==> src/moving_average_filter_top_assert.svh <==
// Assertion macros shared by the moving average filter modules.
`ifndef MOVING_AVERAGE_FILTER_TOP_ASSERT_SVH
`define MOVING_AVERAGE_FILTER_TOP_ASSERT_SVH

`ifndef SYNTHESIS

`define MAF_ASSERT_IMPLY(lbl, clk, rst_n, ante, cons, msg) \
  lbl: assert property (@(posedge clk) disable iff (!rst_n) (ante) |-> (cons)) \
    else $error(msg);

`define MAF_ASSERT_NEXT(lbl, clk, rst_n, ante, cons, msg) \
  lbl: assert property (@(posedge clk) disable iff (!rst_n) (ante) |=> (cons)) \
    else $error(msg);

`else

`define MAF_ASSERT_IMPLY(lbl, clk, rst_n, ante, cons, msg)

`define MAF_ASSERT_NEXT(lbl, clk, rst_n, ante, cons, msg)

`endif

`endif

==> src/maf_pkg.sv <==
// Package with the shared types and constants of the moving average filter.
package maf_pkg;

  localparam int CFG_LEN_W = 7;
  localparam int LEN_RESET = 10;

  typedef struct packed {
    logic cfg_wr;
    logic load;
    logic rd;
    logic upd;
    logic div_load;
    logic div_step;
    logic out_load;
  } cmd_t;

  typedef struct packed {
    logic div_last;
  } sts_t;

endpackage

==> src/maf_ram.sv <==
// Generic single-port-write, registered-read RAM.
module maf_ram #(
  parameter int WIDTH = 16,
  parameter int DEPTH = 64
) (
  input  logic                     clk,
  input  logic                     we,
  input  logic [$clog2(DEPTH)-1:0] waddr,
  input  logic [WIDTH-1:0]         wdata,
  input  logic                     re,
  input  logic [$clog2(DEPTH)-1:0] raddr,
  output logic [WIDTH-1:0]         rdata
);

  logic [WIDTH-1:0] ram_r [DEPTH];
  logic [WIDTH-1:0] rdata_r;

  always_ff @(posedge clk) begin
    if (we) begin
      ram_r[waddr] <= wdata;
    end
    if (re) begin
      rdata_r <= ram_r[raddr];
    end
  end

  assign rdata = rdata_r;

endmodule

==> src/maf_datapath.sv <==
// Datapath of the moving average filter: window ring, running sum and serial divider.
`include "moving_average_filter_top_assert.svh"

module maf_datapath #(
  parameter int WINDOW_MAX  = 64,
  parameter int SAMPLE_BITS = 16
) (
  input  logic                          clk,
  input  logic                          rst_n,
  input  maf_pkg::cmd_t                 cmd,
  output maf_pkg::sts_t                 sts,
  input  logic signed [SAMPLE_BITS-1:0] in_sample,
  input  logic [maf_pkg::CFG_LEN_W-1:0] cfg_window_len,
  output logic signed [SAMPLE_BITS-1:0] out_mean
);

  import maf_pkg::*;

  localparam int PTR_W    = $clog2(WINDOW_MAX);
  localparam int LEN_W    = $clog2(WINDOW_MAX + 1);
  localparam int SUM_W    = SAMPLE_BITS + $clog2(WINDOW_MAX);
  localparam int CNT_W    = $clog2(SUM_W);
  localparam int CMP_W    = (LEN_W > CFG_LEN_W) ? LEN_W : CFG_LEN_W;
  localparam int LEN_INIT = (LEN_RESET > WINDOW_MAX) ? WINDOW_MAX : LEN_RESET;
  localparam int PROD_W   = SAMPLE_BITS + LEN_W + 1;

  logic signed [SAMPLE_BITS-1:0] sample_r, fill_r, fill_nxt, mean_r;
  logic signed [SUM_W-1:0]       sum_r, sum_nxt;
  logic [LEN_W-1:0]              ptr_r, ptr_nxt, len_r, len_nxt;
  logic                          first_lap_r, first_lap_nxt, primed_r, primed_nxt;
  logic [SUM_W-1:0]              quo_r, quo_nxt;
  logic [LEN_W-1:0]              rem_r, rem_nxt;
  logic                          neg_r, neg_nxt;
  logic [CNT_W-1:0]              cnt_r, cnt_nxt;

  logic signed [SAMPLE_BITS-1:0]     ram_rdata, old_val;
  logic signed [PROD_W-1:0]          prime_prod;
  logic signed [SUM_W-1:0]           upd_sum;
  logic [SUM_W-1:0]                  sum_abs;
  logic [LEN_W-1:0]                  ptr_inc;
  logic [CMP_W-1:0]                  cfg_ext, cfg_sat;
  logic [LEN_W:0]                    trial, trial_diff;
  logic                              trial_fits;
  logic [SUM_W-1:0]                  quo_signed;

  maf_ram #(
    .WIDTH (SAMPLE_BITS),
    .DEPTH (WINDOW_MAX)
  ) u_ram (
    .clk   (clk),
    .we    (cmd.upd && primed_r),
    .waddr (ptr_r[PTR_W-1:0]),
    .wdata (sample_r),
    .re    (cmd.rd),
    .raddr (ptr_r[PTR_W-1:0]),
    .rdata (ram_rdata)
  );

  assign old_val    = first_lap_r ? fill_r : ram_rdata;
  assign prime_prod = PROD_W'(sample_r) * PROD_W'($signed({1'b0, len_r}));
  assign upd_sum    = sum_r + SUM_W'(sample_r) - SUM_W'(old_val);
  assign sum_abs    = sum_r[SUM_W-1] ? SUM_W'(-sum_r) : SUM_W'(sum_r);
  assign ptr_inc    = ptr_r + LEN_W'(1);

  assign cfg_ext = CMP_W'(cfg_window_len);
  always_comb begin
    cfg_sat = cfg_ext;
    if (cfg_ext == '0) begin
      cfg_sat = CMP_W'(1);
    end else if (cfg_ext > CMP_W'(WINDOW_MAX)) begin
      cfg_sat = CMP_W'(WINDOW_MAX);
    end
  end

  assign trial      = {rem_r, quo_r[SUM_W-1]};
  assign trial_fits = trial >= {1'b0, len_r};
  assign trial_diff = trial - {1'b0, len_r};
  assign quo_signed = neg_r ? (~quo_r + SUM_W'(1)) : quo_r;

  always_comb begin
    len_nxt       = len_r;
    sum_nxt       = sum_r;
    ptr_nxt       = ptr_r;
    first_lap_nxt = first_lap_r;
    primed_nxt    = primed_r;
    fill_nxt      = fill_r;
    quo_nxt       = quo_r;
    rem_nxt       = rem_r;
    neg_nxt       = neg_r;
    cnt_nxt       = cnt_r;
    if (cmd.cfg_wr) begin
      len_nxt       = LEN_W'(cfg_sat);
      sum_nxt       = '0;
      ptr_nxt       = '0;
      first_lap_nxt = 1'b1;
      primed_nxt    = 1'b0;
    end
    if (cmd.upd) begin
      if (!primed_r) begin
        primed_nxt    = 1'b1;
        first_lap_nxt = 1'b1;
        fill_nxt      = sample_r;
        ptr_nxt       = '0;
        sum_nxt       = SUM_W'(prime_prod);
      end else begin
        sum_nxt = upd_sum;
        if (ptr_inc >= len_r) begin
          ptr_nxt       = '0;
          first_lap_nxt = 1'b0;
        end else begin
          ptr_nxt = ptr_inc;
        end
      end
    end
    if (cmd.div_load) begin
      quo_nxt = sum_abs;
      rem_nxt = '0;
      neg_nxt = sum_r[SUM_W-1];
      cnt_nxt = '0;
    end
    if (cmd.div_step) begin
      quo_nxt = {quo_r[SUM_W-2:0], trial_fits};
      rem_nxt = trial_fits ? trial_diff[LEN_W-1:0] : trial[LEN_W-1:0];
      cnt_nxt = cnt_r + CNT_W'(1);
    end
  end

  always_ff @(posedge clk) begin
    if (!rst_n) begin
      len_r       <= LEN_W'(LEN_INIT);
      sum_r       <= '0;
      ptr_r       <= '0;
      first_lap_r <= 1'b1;
      primed_r    <= 1'b0;
      fill_r      <= '0;
      cnt_r       <= '0;
    end else begin
      len_r       <= len_nxt;
      sum_r       <= sum_nxt;
      ptr_r       <= ptr_nxt;
      first_lap_r <= first_lap_nxt;
      primed_r    <= primed_nxt;
      fill_r      <= fill_nxt;
      cnt_r       <= cnt_nxt;
    end
  end

  always_ff @(posedge clk) begin
    quo_r <= quo_nxt;
    rem_r <= rem_nxt;
    neg_r <= neg_nxt;
    if (cmd.load) begin
      sample_r <= in_sample;
    end
    if (cmd.out_load) begin
      mean_r <= quo_signed[SAMPLE_BITS-1:0];
    end
  end

  assign sts.div_last = cnt_r == CNT_W'(SUM_W - 1);
  assign out_mean     = mean_r;

  `MAF_ASSERT_IMPLY(a_ptr_in_window, clk, rst_n, primed_r, ptr_r < len_r,
                    "Ring pointer left the window.")
  `MAF_ASSERT_IMPLY(a_empty_sum_zero, clk, rst_n, !primed_r, sum_r == '0,
                    "Running sum is not zero while the window is empty.")
  `MAF_ASSERT_IMPLY(a_rem_below_len, clk, rst_n, cmd.div_step, rem_r < len_r,
                    "Divider remainder reached the window length.")

endmodule

==> src/maf_ctrl.sv <==
// Controller state machine of the moving average filter.
`include "moving_average_filter_top_assert.svh"

module maf_ctrl (
  input  logic          clk,
  input  logic          rst_n,
  input  logic          in_valid,
  output logic          in_ready,
  output logic          out_valid,
  input  logic          out_ready,
  input  logic          cfg_valid,
  output logic          cfg_ready,
  output maf_pkg::cmd_t cmd,
  input  maf_pkg::sts_t sts
);

  import maf_pkg::*;

  typedef enum logic [5:0] {
    S_IDLE   = 6'b000001,
    S_READ   = 6'b000010,
    S_UPDATE = 6'b000100,
    S_LOAD   = 6'b001000,
    S_DIV    = 6'b010000,
    S_FINISH = 6'b100000
  } state_t;

  state_t state_r, state_nxt;
  logic   out_valid_r, out_valid_nxt;

  assign cfg_ready = state_r == S_IDLE;
  assign in_ready  = (state_r == S_IDLE) && !cfg_valid;

  assign cmd.cfg_wr   = cfg_valid && cfg_ready;
  assign cmd.load     = in_valid && in_ready;
  assign cmd.rd       = state_r == S_READ;
  assign cmd.upd      = state_r == S_UPDATE;
  assign cmd.div_load = state_r == S_LOAD;
  assign cmd.div_step = state_r == S_DIV;
  assign cmd.out_load = (state_r == S_FINISH) && (!out_valid_r || out_ready);

  always_comb begin
    state_nxt = state_r;
    case (state_r)
      S_IDLE: begin
        if (cmd.load) begin
          state_nxt = S_READ;
        end
      end
      S_READ:   state_nxt = S_UPDATE;
      S_UPDATE: state_nxt = S_LOAD;
      S_LOAD:   state_nxt = S_DIV;
      S_DIV: begin
        if (sts.div_last) begin
          state_nxt = S_FINISH;
        end
      end
      S_FINISH: begin
        if (cmd.out_load) begin
          state_nxt = S_IDLE;
        end
      end
      default: state_nxt = S_IDLE;
    endcase
  end

  always_comb begin
    out_valid_nxt = out_valid_r;
    if (cmd.out_load) begin
      out_valid_nxt = 1'b1;
    end else if (out_ready) begin
      out_valid_nxt = 1'b0;
    end
  end

  always_ff @(posedge clk) begin
    if (!rst_n) begin
      state_r     <= S_IDLE;
      out_valid_r <= 1'b0;
    end else begin
      state_r     <= state_nxt;
      out_valid_r <= out_valid_nxt;
    end
  end

  assign out_valid = out_valid_r;

  `MAF_ASSERT_IMPLY(a_no_overwrite, clk, rst_n, cmd.out_load, !out_valid_r || out_ready,
                    "A result was loaded over one not yet transferred.")
  `MAF_ASSERT_NEXT(a_accept_starts, clk, rst_n, in_valid && in_ready, state_r == S_READ,
                   "An accepted sample did not start the window read.")
  `MAF_ASSERT_NEXT(a_div_ends, clk, rst_n, cmd.div_step && sts.div_last,
                   state_r == S_FINISH, "The divider did not hand over its quotient.")

endmodule

==> src/moving_average_filter_top.sv <==
// Each sample transfer yields one mean transfer. In order, the block accepts a sample, reads the
// ring RAM, updates the running sum, loads the divider, runs the bit-serial divider by window_len
// at one quotient bit per cycle for the SUM_W quotient bits (22 with the default SUM_W,
// SAMPLE_BITS + log2 WINDOW_MAX) and registers the result; it takes no new sample before then. A
// finished mean waits in the output register until transferred; the next mean waits while that
// register is still full. Writing window_len (0 reads as 1, values above WINDOW_MAX saturate)
// restarts the window, and the next sample fills the whole window.
module moving_average_filter_top #(
  parameter int WINDOW_MAX  = 64,
  parameter int SAMPLE_BITS = 16
) (
  input  logic                          clk,
  input  logic                          rst_n,
  input  logic                          in_valid,
  output logic                          in_ready,
  input  logic signed [SAMPLE_BITS-1:0] in_sample,
  output logic                          out_valid,
  input  logic                          out_ready,
  output logic signed [SAMPLE_BITS-1:0] out_mean,
  input  logic                          cfg_valid,
  output logic                          cfg_ready,
  input  logic [maf_pkg::CFG_LEN_W-1:0] cfg_window_len
);

  import maf_pkg::*;

  cmd_t cmd;
  sts_t sts;

  maf_ctrl u_ctrl (
    .clk       (clk),
    .rst_n     (rst_n),
    .in_valid  (in_valid),
    .in_ready  (in_ready),
    .out_valid (out_valid),
    .out_ready (out_ready),
    .cfg_valid (cfg_valid),
    .cfg_ready (cfg_ready),
    .cmd       (cmd),
    .sts       (sts)
  );

  maf_datapath #(
    .WINDOW_MAX  (WINDOW_MAX),
    .SAMPLE_BITS (SAMPLE_BITS)
  ) u_datapath (
    .clk            (clk),
    .rst_n          (rst_n),
    .cmd            (cmd),
    .sts            (sts),
    .in_sample      (in_sample),
    .cfg_window_len (cfg_window_len),
    .out_mean       (out_mean)
  );

endmodule
==> config.mk <==
export PLATFORM = sky130hd
export DESIGN_NAME = moving_average_filter_top
export DESIGN_NICKNAME = d
export VERILOG_FILES = /design/src/maf_pkg.sv /design/src/maf_ram.sv /design/src/maf_datapath.sv /design/src/maf_ctrl.sv /design/src/moving_average_filter_top.sv
export VERILOG_INCLUDE_DIRS = /design/src /design/src/src
export SDC_FILE = /design/constraint.sdc
export NUM_CORES = 2
export LEC_CHECK = 0
export BUFFER_PORTS_ARGS = -buffer_cell sky130_fd_sc_hd__buf_2
export CAP_MARGIN = 20
export CORE_MARGIN = 1
export CORE_UTILIZATION = 40
export DETAILED_ROUTE_END_ITERATION = 10
export HOLD_SLACK_MARGIN = 0.15
export SYNTH_ARGS = -nofsm -noshare
export SYNTH_HDL_FRONTEND = slang
export SYNTH_HIERARCHICAL = 1
export SYNTH_SLANG_ARGS = --single-unit
==> constraint.sdc <==
create_clock -name clk -period 8.7 [get_ports clk]
set_input_delay 1.305 -clock clk [delete_from_list [all_inputs] [get_ports clk]]
set_output_delay 1.305 -clock clk [all_outputs]
set_load 0.05 [all_outputs]
==> out/summary.txt <==
outcome: complete, no violations
detailed placement HPWL: 80600 um
Die W: 362 um
CP startpoint kind: flop
clk_skew: 35.1 ps
die height: 362 um
Row Count: 131
Pleak: 19.1 nW
Worst Hold Slack: 455 ps
Gates resized, CTS repair: 0
num ports: 47
Worst Tran Pin Value: 1080 ps
area of the core: 128000 sq um
Root Driver: clkbuf_16
Post-Syn Area: 51900 sq um
power per cell area: 216 nW/um^2
Clk pin slew, worst setup/hold paths: 60 ps
cell count after placement: 4899
initial antenna violation count: 6
Post-synth ARST share: 0%
post-cts hold buffer count: 0
top_reg_cell synth: edfxtp_1
count of TritonRoute iterations in the first routing pass: 6
Placer Congestion: 0.862
number of global-route vias before repair: 27600
VDD IR-drop max: 0.000161 V
Final Non-Filler Cells: 5111
Netlist cell types: 81
DR vias: 27800
grt ovf: 0
I/O Buffers: 46
GRT Total Usage: 19.4%
synthesis-stage register bit count: 1168
pin count of the biggest net entering global routing: 111
Initial Util: 40.5%
area grow syn2layout: 11.8%
NumNets Final: 3502
hold crit path type: reg2reg
final count of pins violating max slew: 0
leading cell type in the layout, fill and taps excluded: edfxtp_1
TritonCTS clock tree: yes
initial drt markers: 2622
critical path required time: 9260 ps
Worst-Skew Late Latency: 710 ps
commonest non-fill, non-tap cells in the layout: edfxtp_1, mux4_2, inv_1
setup_tns: 0 ps
Post-Syn Area per Cell: 16.5 sq um
Layout Utilization: 45.2%
Max-Cap Viols: 0
DP Area: 54400 sq um
Post-CTS Setup Bufs: 0
htree depth: 3
DR vias/cell: 5.44
Max FO, Critical Path: 69
fmax: 174 MHz
Synth Instances: 3147
clock sink count: 1168
crit end category: flop
drt total wl: 127000 um
RSZ-0062 raised after global routing: false
Setup CP Type: reg2reg
TritonCTS Buffers: 113
fin area: 58000 sq um
first-pass GRT wire length: 187000 um
area of the die: 131000 sq um
Post-route DRC: 0
share of cells above drive strength 1: 18.0%
sequential fraction of the synthesis area: 66.3%
number of synthesis warnings: 6
WP data arrival: 6290 ps
fin crit share: 65.9%
Final setup viols: 0
syn_nets: 3364
worst-case clock buffer depth: 3
drt wl/cell: 24.9 um
Final Hold Fails: 0
relative slew slack: 27.6%
number of flops mapped to enable cells by yosys: 1102
Tmin final: 5730 ps
Final ANT Viol Nets: 0
state kept, by name, indices dropped and copies added (netlist names):
register,cells
u_datapath/first_lap_r,1
u_datapath/out_mean,16
u_ctrl/state_r,6
u_datapath/rem_r,7
u_datapath/ptr_r,7
u_datapath/fill_r,16
u_datapath/len_r,7
u_datapath/cnt_r,5
u_ctrl/out_valid,1
u_datapath/u_ram/ram_r,1024
u_datapath/u_ram/rdata,16
u_datapath/quo_r,22
u_datapath/sum_r,22
u_datapath/sample_r,16
u_datapath/primed_r,1
u_datapath/neg_r,1
area by class of cell:
cell class / count / area (sq um)
fill: 11100 / 70200
clock buffer: 147 / 2980
sequential: 1168 / 34400
multi-input combinational: 1617 / 15800
tap: 1729 / 2160
inverter: 219 / 823
clock inverter: 63 / 664
antenna: 2 / 5.00
timing repair buffer: 166 / 1170
worst paths after layout:
path | from | endpoint | slack [ps] | cells past startpoint
hold / removal | u_datapath/fill_r[10] | u_datapath/fill_r[10] | 460 | 2
hold reg to reg | u_datapath/fill_r[10] | u_datapath/fill_r[10] | 460 | 2
setup reg to reg | u_datapath/sample_r[5] | u_datapath/sum_r[20] | 2970 | 19
setup / recovery | u_datapath/sample_r[5] | u_datapath/sum_r[20] | 2970 | 19
through the flow:
step                setup WS [ps]  power (W)
floorplan                    3180    0.00742
global placement             3040    0.00779
detailed placement           2980    0.00780
CTS                          2940     0.0127
global route                 2620     0.0130
finish                       2970     0.0125
critical path, stage by stage, from the launching register on:
cell	delay [ps]
edfxtp_1	340
buf_4	640
inv_1	290
nor2_1	210
fa_1	470
fa_1	400
fa_1	520
inv_1	60
fa_1	520
inv_1	40
ha_1	350
a21o_1	180
a21oi_1	140
nor2b_1	80
a311oi_2	430
o21ai_1	140
a2111oi_0	380
nor3_1	110
xnor2_1	140
o221ai_1	120
metal layers:
metal	up-vias	track usage [%]	part of all wire, %
met3	195	3.05	5.9
met1	14400	27.0	43
met2	884	31.6	48
met5	-	0	0.012
li1	12300	-	-
met4	2	5.40	2.7
cells by family after synthesis:
logic type | after synthesis | synth area share (%)
simple gates | 619 | 5.60
xor+xnor | 83 | 1.40
flops | 1168 | 66.3
compound gates | 363 | 4.79
mux | 363 | 12.5
fa+ha+maj | 189 | 6.05
buf+inv | 362 | 3.29
synth_stat cells (all sizes together) (30+ instances only):
cell type	instances	share of area [%]
mux4	224	9.8
buf	86	1.3
ha	86	2.1
o21ai	69	0.67
clkbuf	57	0.42
a22oi	44	0.64
mux2	43	0.93
nor2b	44	0.53
nor2	209	1.5
nand3	42	0.42
and2	30	0.36
mux2i	96	1.9
nand2	189	1.4
dfxtp	66	2.5
fa	103	4.0
nor3	31	0.34
edfxtp	1102	64
xnor2	72	1.2
a21oi	83	0.80
inv	212	1.5
where the power goes:
| group | switching (W) | total (W) | leakage (nW) | internal (W) |
|---|---|---|---|---|
| Combinational | 0.000911 | 0.00144 | 6.93 | 0.000529 |
| Clock | 0.00207 | 0.00486 | 1.76 | 0.00279 |
| Sequential | 0.0000363 | 0.00625 | 10.4 | 0.00621 |
(Power assumes the default switching activity.)
